[src/design/tsc_pkg.sv]
// shared types and constants of the token scanner
package tsc_pkg;

  typedef enum logic [3:0] {
    TOK_RETURN = 4'd0,
    TOK_IF     = 4'd1,
    TOK_IDENT  = 4'd2,
    TOK_LPAREN = 4'd3,
    TOK_RPAREN = 4'd4,
    TOK_LBRACE = 4'd5,
    TOK_RBRACE = 4'd6,
    TOK_OP     = 4'd7,
    TOK_SEMI   = 4'd8,
    TOK_NUMBER = 4'd9,
    TOK_FIN    = 4'd10,
    TOK_ERROR  = 4'd11
  } tok_type_t;

  localparam int LEN_WIDTH     = 16;
  localparam int OUT_OFF_WIDTH = 32;
  localparam int OUT_POS_WIDTH = 16;

  typedef struct packed {
    tok_type_t                 token_type;
    logic [OUT_OFF_WIDTH-1:0]  start_offset;
    logic [LEN_WIDTH-1:0]      token_length;
    logic [OUT_POS_WIDTH-1:0]  start_row;
    logic [OUT_POS_WIDTH-1:0]  start_col;
    logic [7:0]                first_char;
    logic                      end_of_run;
  } tok_t;

  // up to two results written into the result queue in one cycle
  typedef struct packed {
    logic [1:0] count;
    tok_t       r0;
    tok_t       r1;
  } tok_push_t;

endpackage

[src/design/tsc_in_if.sv]
// character channel: one byte or an end-of-text marker per transfer
interface tsc_in_if;
  logic       valid;
  logic       ready;
  logic       op;
  logic [7:0] ch;

  modport source (output valid, op, ch, input ready);
  modport sink (input valid, op, ch, output ready);
endinterface

[src/design/tsc_out_if.sv]
// token channel: one token description per transfer
interface tsc_out_if;
  logic        valid;
  logic        ready;
  logic [3:0]  token_type;
  logic [31:0] start_offset;
  logic [15:0] token_length;
  logic [15:0] start_row;
  logic [15:0] start_col;
  logic [7:0]  first_char;
  logic        end_of_run;

  modport source (output valid, token_type, start_offset, token_length, start_row,
                  start_col, first_char, end_of_run, input ready);
  modport sink (input valid, token_type, start_offset, token_length, start_row,
                start_col, first_char, end_of_run, output ready);
endinterface

[src/design/tsc_queue.sv]
// four-entry result queue, takes up to two tokens per cycle and gives one
module tsc_queue (
  input  logic               clk,
  input  logic               rst,
  input  tsc_pkg::tok_push_t push,
  input  logic               pop,
  output logic               room2,
  output logic               head_valid,
  output tsc_pkg::tok_t      head
);
  import tsc_pkg::*;

  tok_t       mem [4];
  logic [1:0] wr_ptr;
  logic [1:0] rd_ptr;
  logic [2:0] count;
  logic [1:0] wr_ptr_p1;
  logic       do_pop;

  assign wr_ptr_p1  = wr_ptr + 2'd1;
  assign head_valid = (count != 3'd0);
  assign head       = mem[rd_ptr];
  assign do_pop     = pop && head_valid;
  // room check on the registered count keeps the output ready out of the input ready path
  assign room2      = (count <= 3'd2);

  always_ff @(posedge clk) begin
    if (push.count != 2'd0) begin
      mem[wr_ptr] <= push.r0;
    end
    if (push.count == 2'd2) begin
      mem[wr_ptr_p1] <= push.r1;
    end
  end

  always_ff @(posedge clk) begin
    if (rst) begin
      wr_ptr <= 2'd0;
      rd_ptr <= 2'd0;
      count  <= 3'd0;
    end else begin
      wr_ptr <= wr_ptr + push.count;
      if (do_pop) begin
        rd_ptr <= rd_ptr + 2'd1;
      end
      count <= count + 3'(push.count) - 3'(do_pop);
    end
  end
endmodule

[src/design/token_scanner.sv]
// token scanner top level: input register, scan logic, result queue
//
//   channel  dir  payload                                   transfer
//   src      in   op, ch                                    valid & ready
//   tok      out  token_type, start_offset, token_length,   valid & ready
//                 start_row, start_col, first_char, end_of_run
//
// one character per cycle while the queue has room: each byte is scanned from the
// input register, and the up to two tokens it yields enter a four-entry result queue.
// the queue drains one token per cycle while the output is ready, so bytes that end a
// run and emit a symbol at once need two output transfers.
// synchronous reset clears the scan state and empties the queue.
// a stalled output fills the queue; input stalls once fewer than two slots are free.
module token_scanner #(
  parameter int OFFSET_WIDTH   = 32,
  parameter int POSITION_WIDTH = 16
) (
  input  logic      clk,
  input  logic      rst,
  tsc_in_if.sink    src,
  tsc_out_if.source tok
);
  import tsc_pkg::*;

  typedef enum logic [1:0] {
    KIND_NONE   = 2'd0,
    KIND_IDENT  = 2'd1,
    KIND_NUMBER = 2'd2
  } kind_t;

  localparam logic [POSITION_WIDTH-1:0] POS_ONE = POSITION_WIDTH'(1);
  localparam logic [POSITION_WIDTH-1:0] POS_MAX = '1;
  localparam logic [LEN_WIDTH-1:0]      LEN_MAX = '1;

  localparam logic [7:0] CH_SPACE  = 8'h20;
  localparam logic [7:0] CH_TAB    = 8'h09;
  localparam logic [7:0] CH_NL     = 8'h0a;
  localparam logic [7:0] CH_UNDER  = 8'h5f;
  localparam logic [7:0] CH_LPAREN = 8'h28;
  localparam logic [7:0] CH_RPAREN = 8'h29;
  localparam logic [7:0] CH_LBRACE = 8'h7b;
  localparam logic [7:0] CH_RBRACE = 8'h7d;
  localparam logic [7:0] CH_SEMI   = 8'h3b;
  localparam logic [7:0] CH_LT     = 8'h3c;
  localparam logic [7:0] CH_MINUS  = 8'h2d;
  localparam logic [7:0] CH_STAR   = 8'h2a;

  function automatic logic [7:0] return_char(input logic [2:0] i);
    case (i)
      3'd0:    return 8'h72;
      3'd1:    return 8'h65;
      3'd2:    return 8'h74;
      3'd3:    return 8'h75;
      3'd4:    return 8'h72;
      default: return 8'h6e;
    endcase
  endfunction

  function automatic tok_type_t symbol_type(input logic [7:0] c);
    case (c)
      CH_LPAREN:               return TOK_LPAREN;
      CH_RPAREN:               return TOK_RPAREN;
      CH_LBRACE:               return TOK_LBRACE;
      CH_RBRACE:               return TOK_RBRACE;
      CH_SEMI:                 return TOK_SEMI;
      CH_LT, CH_MINUS, CH_STAR: return TOK_OP;
      default:                 return TOK_ERROR;
    endcase
  endfunction

  function automatic logic [OUT_POS_WIDTH-1:0] sat_pos(input logic [POSITION_WIDTH-1:0] v);
    if ((v >> OUT_POS_WIDTH) != '0) begin
      return '1;
    end
    return OUT_POS_WIDTH'(v);
  endfunction

  // input register
  logic       held;
  logic       h_op;
  logic [7:0] h_ch;
  logic       fire;
  logic       q_room;

  // scan state
  kind_t                     pending_kind, pending_kind_next;
  logic [OFFSET_WIDTH-1:0]   token_start, token_start_next;
  logic [LEN_WIDTH-1:0]      token_len, token_len_next;
  logic [POSITION_WIDTH-1:0] token_row, token_row_next;
  logic [POSITION_WIDTH-1:0] token_column, token_column_next;
  logic [7:0]                token_first, token_first_next;
  logic [1:0]                keyword_viable, keyword_viable_next;
  logic [OFFSET_WIDTH-1:0]   cur_offset, cur_offset_next;
  logic [POSITION_WIDTH-1:0] cur_row, cur_row_next;
  logic [POSITION_WIDTH-1:0] cur_col, cur_col_next;

  logic      is_letter, is_digit, is_sep, cont, flush_v, sec_v;
  logic      ret_hit, if_hit;
  logic [1:0] kv_add;
  logic [LEN_WIDTH-1:0] len_add;
  tok_type_t flush_type;
  tok_t      flush_r, sec_r;
  tok_push_t push;
  tok_t      head;
  logic      head_valid;

  assign fire      = held && q_room;
  assign src.ready = !held || fire;

  always_ff @(posedge clk) begin
    if (rst) begin
      held <= 1'b0;
    end else if (src.ready) begin
      held <= src.valid;
    end
  end

  always_ff @(posedge clk) begin
    if (src.valid && src.ready) begin
      h_op <= src.op;
      h_ch <= src.ch;
    end
  end

  // byte classes
  assign is_letter = (h_ch >= 8'h61 && h_ch <= 8'h7a) || (h_ch >= 8'h41 && h_ch <= 8'h5a)
                     || h_ch == CH_UNDER;
  assign is_digit  = (h_ch >= 8'h30 && h_ch <= 8'h39);
  assign is_sep    = (h_ch == CH_SPACE) || (h_ch == CH_TAB) || (h_ch == CH_NL);
  assign cont      = !h_op && ((pending_kind == KIND_IDENT && is_letter)
                               || (pending_kind == KIND_NUMBER && is_digit));
  assign flush_v   = (pending_kind != KIND_NONE) && !cont;
  assign sec_v     = h_op || (!is_sep && !is_letter && !is_digit);

  // incremental keyword match on the byte that extends the run
  assign ret_hit = (token_len < LEN_WIDTH'(6)) && (return_char(token_len[2:0]) == h_ch);
  assign if_hit  = (token_len < LEN_WIDTH'(2))
                   && (h_ch == (token_len[0] ? 8'h66 : 8'h69));
  assign kv_add  = {keyword_viable[1] && if_hit, keyword_viable[0] && ret_hit};
  assign len_add = (token_len == LEN_MAX) ? token_len : token_len + LEN_WIDTH'(1);

  always_comb begin
    if (pending_kind == KIND_NUMBER) begin
      flush_type = TOK_NUMBER;
    end else if (keyword_viable[0] && token_len == LEN_WIDTH'(6)) begin
      flush_type = TOK_RETURN;
    end else if (keyword_viable[1] && token_len == LEN_WIDTH'(2)) begin
      flush_type = TOK_IF;
    end else begin
      flush_type = TOK_IDENT;
    end
  end

  always_comb begin
    flush_r.token_type   = flush_type;
    flush_r.start_offset = OUT_OFF_WIDTH'(token_start);
    flush_r.token_length = token_len;
    flush_r.start_row    = sat_pos(token_row);
    flush_r.start_col    = sat_pos(token_column);
    flush_r.first_char   = token_first;
    flush_r.end_of_run   = !sec_v;

    sec_r.start_offset = OUT_OFF_WIDTH'(cur_offset);
    sec_r.start_row    = sat_pos(cur_row);
    sec_r.start_col    = sat_pos(cur_col);
    sec_r.end_of_run   = 1'b1;
    if (h_op) begin
      sec_r.token_type   = TOK_FIN;
      sec_r.token_length = '0;
      sec_r.first_char   = 8'h00;
    end else begin
      sec_r.token_type   = symbol_type(h_ch);
      sec_r.token_length = LEN_WIDTH'(1);
      sec_r.first_char   = h_ch;
    end

    push.r1 = sec_r;
    push.r0 = flush_v ? flush_r : sec_r;
    if (!fire) begin
      push.count = 2'd0;
    end else begin
      push.count = 2'(flush_v) + 2'(sec_v);
    end
  end

  always_comb begin
    pending_kind_next   = pending_kind;
    token_start_next    = token_start;
    token_len_next      = token_len;
    token_row_next      = token_row;
    token_column_next   = token_column;
    token_first_next    = token_first;
    keyword_viable_next = keyword_viable;
    cur_offset_next     = cur_offset + OFFSET_WIDTH'(1);
    cur_row_next        = cur_row;
    cur_col_next        = cur_col;

    if (h_ch == CH_NL) begin
      if (cur_row != POS_MAX) begin
        cur_row_next = cur_row + POS_ONE;
      end
      cur_col_next = POS_ONE;
    end else if (cur_col != POS_MAX) begin
      cur_col_next = cur_col + POS_ONE;
    end

    if (h_op) begin
      // end of text: back to the reset state
      pending_kind_next   = KIND_NONE;
      token_start_next    = '0;
      token_len_next      = '0;
      token_row_next      = POS_ONE;
      token_column_next   = POS_ONE;
      token_first_next    = 8'h00;
      keyword_viable_next = 2'b11;
      cur_offset_next     = '0;
      cur_row_next        = POS_ONE;
      cur_col_next        = POS_ONE;
    end else if (cont) begin
      token_len_next      = len_add;
      keyword_viable_next = kv_add;
    end else if (is_letter || is_digit) begin
      pending_kind_next   = is_letter ? KIND_IDENT : KIND_NUMBER;
      token_start_next    = cur_offset;
      token_len_next      = LEN_WIDTH'(1);
      token_row_next      = cur_row;
      token_column_next   = cur_col;
      token_first_next    = h_ch;
      keyword_viable_next = {h_ch == 8'h69, h_ch == 8'h72};
    end else begin
      pending_kind_next = KIND_NONE;
    end
  end

  always_ff @(posedge clk) begin
    if (rst) begin
      pending_kind   <= KIND_NONE;
      token_start    <= '0;
      token_len      <= '0;
      token_row      <= POS_ONE;
      token_column   <= POS_ONE;
      token_first    <= 8'h00;
      keyword_viable <= 2'b11;
      cur_offset     <= '0;
      cur_row        <= POS_ONE;
      cur_col        <= POS_ONE;
    end else if (fire) begin
      pending_kind   <= pending_kind_next;
      token_start    <= token_start_next;
      token_len      <= token_len_next;
      token_row      <= token_row_next;
      token_column   <= token_column_next;
      token_first    <= token_first_next;
      keyword_viable <= keyword_viable_next;
      cur_offset     <= cur_offset_next;
      cur_row        <= cur_row_next;
      cur_col        <= cur_col_next;
    end
  end

  tsc_queue u_queue (
    .clk        (clk),
    .rst        (rst),
    .push       (push),
    .pop        (tok.ready),
    .room2      (q_room),
    .head_valid (head_valid),
    .head       (head)
  );

  assign tok.valid        = head_valid;
  assign tok.token_type   = head.token_type;
  assign tok.start_offset = head.start_offset;
  assign tok.token_length = head.token_length;
  assign tok.start_row    = head.start_row;
  assign tok.start_col    = head.start_col;
  assign tok.first_char   = head.first_char;
  assign tok.end_of_run   = head.end_of_run;
endmodule

[src/flat_wrapper.sv]
// flat-port wrapper written by rule: the top's interface ports become plain ports
module token_scanner_flat import tsc_pkg::*;
#(
  parameter int OFFSET_WIDTH   = 32,
  parameter int POSITION_WIDTH = 16
)
  (clk, rst, src_valid, src_op, src_ch, src_ready, tok_valid, tok_token_type, tok_start_offset, tok_token_length, tok_start_row, tok_start_col, tok_first_char, tok_end_of_run, tok_ready);
  tsc_in_if src_i ();
  tsc_out_if tok_i ();
  input  logic clk;
  input  logic rst;
  input wire logic [$bits(src_i.valid)-1:0] src_valid;
  input wire logic [$bits(src_i.op)-1:0] src_op;
  input wire logic [$bits(src_i.ch)-1:0] src_ch;
  output wire logic [$bits(src_i.ready)-1:0] src_ready;
  output wire logic [$bits(tok_i.valid)-1:0] tok_valid;
  output wire logic [$bits(tok_i.token_type)-1:0] tok_token_type;
  output wire logic [$bits(tok_i.start_offset)-1:0] tok_start_offset;
  output wire logic [$bits(tok_i.token_length)-1:0] tok_token_length;
  output wire logic [$bits(tok_i.start_row)-1:0] tok_start_row;
  output wire logic [$bits(tok_i.start_col)-1:0] tok_start_col;
  output wire logic [$bits(tok_i.first_char)-1:0] tok_first_char;
  output wire logic [$bits(tok_i.end_of_run)-1:0] tok_end_of_run;
  input wire logic [$bits(tok_i.ready)-1:0] tok_ready;
  assign src_i.valid = src_valid;
  assign src_i.op = src_op;
  assign src_i.ch = src_ch;
  assign src_ready = src_i.ready;
  assign tok_valid = tok_i.valid;
  assign tok_token_type = tok_i.token_type;
  assign tok_start_offset = tok_i.start_offset;
  assign tok_token_length = tok_i.token_length;
  assign tok_start_row = tok_i.start_row;
  assign tok_start_col = tok_i.start_col;
  assign tok_first_char = tok_i.first_char;
  assign tok_end_of_run = tok_i.end_of_run;
  assign tok_i.ready = tok_ready;
  token_scanner #(.OFFSET_WIDTH(OFFSET_WIDTH), .POSITION_WIDTH(POSITION_WIDTH)) u_core (.clk(clk), .rst(rst), .src(src_i), .tok(tok_i));
endmodule
[config.mk]
export PLATFORM = sky130hd
export DESIGN_NAME = token_scanner_flat
export DESIGN_NICKNAME = d
export VERILOG_FILES = /design/src/design/tsc_pkg.sv /design/src/design/tsc_in_if.sv /design/src/design/tsc_out_if.sv /design/src/design/tsc_queue.sv /design/src/design/token_scanner.sv /design/src/flat_wrapper.sv
export SDC_FILE = /design/constraint.sdc
export NUM_CORES = 1
export LEC_CHECK = 0
export BUFFER_PORTS_ARGS = -buffer_cell sky130_fd_sc_hd__buf_2
export CORE_UTILIZATION = 29
export DETAILED_ROUTE_END_ITERATION = 12
export PLACE_DENSITY_LB_ADDON = 0.08
export SYNTH_ARGS = -nofsm -noshare
export SYNTH_HDL_FRONTEND = slang
export SYNTH_SLANG_ARGS = --single-unit
[constraint.sdc]
create_clock -name clk -period 11.4 [get_ports clk]
set_input_delay 1.71 -clock clk [delete_from_list [all_inputs] [get_ports clk]]
set_output_delay 1.71 -clock clk [all_outputs]
set_load 0.02 [all_outputs]
==> results.sh <==
export IMPL_power_switching_uw=1480
export IMPL_crit_fanout=57
export IMPL_place_congestion=0.789
export IMPL_drive_gt1_frac=0.187
export IMPL_htree_levels=3
export IMPL_path_cells="and4bb_1 -> nand3_1 -> nand2_1 -> and2_1 -> inv_6 -> ha_1 -> nor2_1 -> nor3_1 -> nand3_1 -> nor2_4 -> buf_4 -> a22o_1"
export IMPL_fp_dieW_um=293
export IMPL_fillCellCount=8341
export IMPL_netSwitchingFraction=0.285
export IMPL_num_io_pins=108
export IMPL_multi_input_area_um2=9450
export IMPL_synth_seq_cells=547
export IMPL_period_needed_ps=5620
export IMPL_yosys_warnings=0
export IMPL_avgSynthCellArea_um2=13.1
export IMPL_seq_area_frac_synth=0.573
export IMPL_fin_util=0.334
export IMPL_async_flop_share=0
export IMPL_clkPwrFrac=0.402
export IMPL_outcome="finished clean"
export IMPL_vias=16500
export IMPL_place_ws_ps=5860
export IMPL_irDropWorstVdd_mv=0.110
export IMPL_critPathLaunchType="flip-flop"
export IMPL_power_uw=5190
export IMPL_slowest_stage="nor2_4"
export IMPL_p_int_uw=3710
export IMPL_cts_root_buf="clkbuf_16"
export IMPL_holdBufCountCts=0
export IMPL_synth_fp_nets=1906
export IMPL_clockBufferDepth=3
export IMPL_routedWlPerCell_um=24.8
export IMPL_fin_nets=1904
export IMPL_grtUsageTotal=0.175
export IMPL_finClkSkew_ps=24.5
export IMPL_antenna_found_initial=1
export IMPL_numPortBuffers=107
export IMPL_rsz0062_at_grt="false"
export IMPL_grt_max_degree=79
export IMPL_viasPerCell=5.37
export IMPL_cts_repair_resized=0
export IMPL_num_rows=106
export IMPL_setup_tns_ps=0
export IMPL_clk_pin_slew_ps=50
export IMPL_final_antenna_net_count=0
export IMPL_netlist_area_leader_share=0.386
export IMPL_grt_pass1_wl_mm=113
export IMPL_drc=0
export IMPL_post_cts_buffers=0
export IMPL_cts_buffers=68
export IMPL_leakage_uw=0.00970
export IMPL_grt_pass1_vias=16700
export IMPL_synth_cell_types=84
export IMPL_finalSetupViolCount=0
export IMPL_drt_initial_drc_count=1110
export IMPL_finalCritPeriodShare=0.493
export IMPL_fp_coreArea_um2=83800
export IMPL_drv_cap=0
export IMPL_hpwl_mm=41.4
export IMPL_arrival_ps=6060
export IMPL_cts_sinks=547
export IMPL_initial_core_util=0.294
export IMPL_slew_viol_final=0
export IMPL_slowest_delay_ps=920
export IMPL_die_area_um2=86100
export IMPL_crit_path_end_kind="flip-flop"
export IMPL_worst_slack_ps=5780
export IMPL_synthCells=1879
export IMPL_crit_buf_inv=2
export IMPL_cts_tree="yes"
export IMPL_antenna_cells=0
export IMPL_overflow=0
export IMPL_power_density_nw_per_um2=185
export IMPL_fmax_mhz=178
export IMPL_die_h_um=293
export IMPL_p_comb_frac=0.167
export IMPL_syn_area_um2=24600
export IMPL_clkLatencyLatePin_ps=600
export IMPL_max_slew_margin=0.251
export IMPL_pwr_share_seq=0.431
export IMPL_required_ps=11850
export IMPL_worst_slew_pin_slew_ps=1120
export IMPL_path_delay_family="simple AND/OR/NAND/NOR gates"
export IMPL_routed_wl_mm=75.9
export IMPL_firstDrtPassIters=5
export IMPL_cpMostUsedCell="nand3_1"
export IMPL_yosysTopAreaCell="edfxtp_1"
export IMPL_ys_flop_type="edfxtp_1"
export IMPL_synth_top_cells_by_count="a22o_1, edfxtp_1, dfxtp_1"
export IMPL_ff_latch_area_um2=14100
export IMPL_areaGrowthSynthToFinish_pct=13.8
export IMPL_netlist_top_cells_area="edfxtp_1, dfxtp_1, a22o_1"
export IMPL_crit_type="reg -> reg"
export IMPL_hold_violations=0
export IMPL_yosysMostFrequentCell="a22o_1"
export IMPL_synth_edff_count=317
export IMPL_hp_class="reg -> reg"
==> cell usage in the layout, fill, tap and decap left out, types with 20 or more instances in the layout <==
cell | netlist | layout
a22o_1 | 416 | 416
edfxtp_1 | 317 | 317
dfxtp_1 | 230 | 228
nor2_1 | 109 | 109
buf_2 | 52 | 107
mux4_2 | 93 | 93
clkbuf_16 | 0 | 69
nand2_1 | 66 | 66
xor2_1 | 43 | 43
a21oi_1 | 36 | 36
nand3_1 | 36 | 36
buf_4 | 14 | 29
nand4_1 | 25 | 25
inv_1 | 28 | 24
nor2b_1 | 24 | 24
xnor2_1 | 22 | 22
clkbuf_1 | 98 | 22
nor3_1 | 21 | 20
==> metrics by stage <==
stage / instance area (um2) / instances / hold slack (ps)
2_1_floorplan: 24600 / 1879 / 432
3_3_place_gp: 25900 / 2941 / 440
3_5_place_dp: 25900 / 2941 / 451
4_1_cts: 28000 / 3066 / 462
5_1_grt: 28000 / 3066 / 484
6_report: 28000 / 3066 / 462
==> worst register-to-register path, delay by kind of cell, from the launching register on <==
kind                       cells  cell delay, ps
and+or+nand+nor                8            3040
AOI/OAI and AO/OA              1             280
buffers and inverters          2            1060
adders and majority gates      1             390
DFF                            1             700
==> area by class of cell <==
type	count	share of cell area
Sequential cell	547	0.504
Multi-Input combinational cell	1095	0.337
Clock buffer	105	0.0714
Tap cell	1134	0.0506
Timing Repair Buffer	136	0.0269
Clock inverter	20	0.00531
Inverter	29	0.00478
==> power groups by stage <==
stage	sequential [uW]	clock (uW)	combinational, uW
floorplan	2220	0	644
global placement	2280	0	901
CTS	2240	2150	902
global route	2250	2230	931
detailed placement	2280	0	900
finish	2240	2090	868
==> kinds of logic after synthesis <==
| family | count (synthesis) | share of synthesized area |
|---|---|---|
| muxes | 93 | 0.0850 |
| and+or+nand+nor | 373 | 0.0799 |
| buffers and inverters | 237 | 0.0457 |
| adders and majority gates | 14 | 0.00741 |
| AOI/OAI and AO/OA | 550 | 0.186 |
| DFF | 547 | 0.573 |
| xor gates and xnor gates | 65 | 0.0231 |
==> path summary, 6_finish.rpt <==
| check | slack, ps | startpoint | endpoint | cells past startpoint |
|---|---|---|---|---|
| worst min-delay path | 460 | u_core.u_queue.mem[1][0] | u_core.u_queue.mem[1][0] | 1 |
| worst min register to register | 460 | u_core.u_queue.mem[1][0] | u_core.u_queue.mem[1][0] | 1 |
| worst max-delay path | 5780 | u_core.h_ch[4] | u_core.u_queue.mem[3][27] | 12 |
| worst max register to register | 5780 | u_core.h_ch[4] | u_core.u_queue.mem[3][27] | 12 |
==> routing by layer <==
metal | GRT usage | vias to the layer above | share of wire
li1 | - | 7401 | -
met1 | 0.230 | 8534 | 0.45
met2 | 0.300 | 445 | 0.49
met3 | 0.0246 | 84 | 0.042
met4 | 0.0427 | 0 | 0.016
met5 | 0 | - | 0
==> flip-flops by register name, summed over array words and instances (netlist names), 3 cells and up, named ones only <==
register              cells
u_core.u_queue.mem      372
u_core.cur_offset        32
u_core.token_start       32
u_core.cur_col           16
u_core.cur_row           16
u_core.token_column      16
u_core.token_len         16
u_core.token_row         16
u_core.h_ch               8
u_core.token_first        8
u_core.u_queue.count      3
Power figures use the tool's default switching activity.
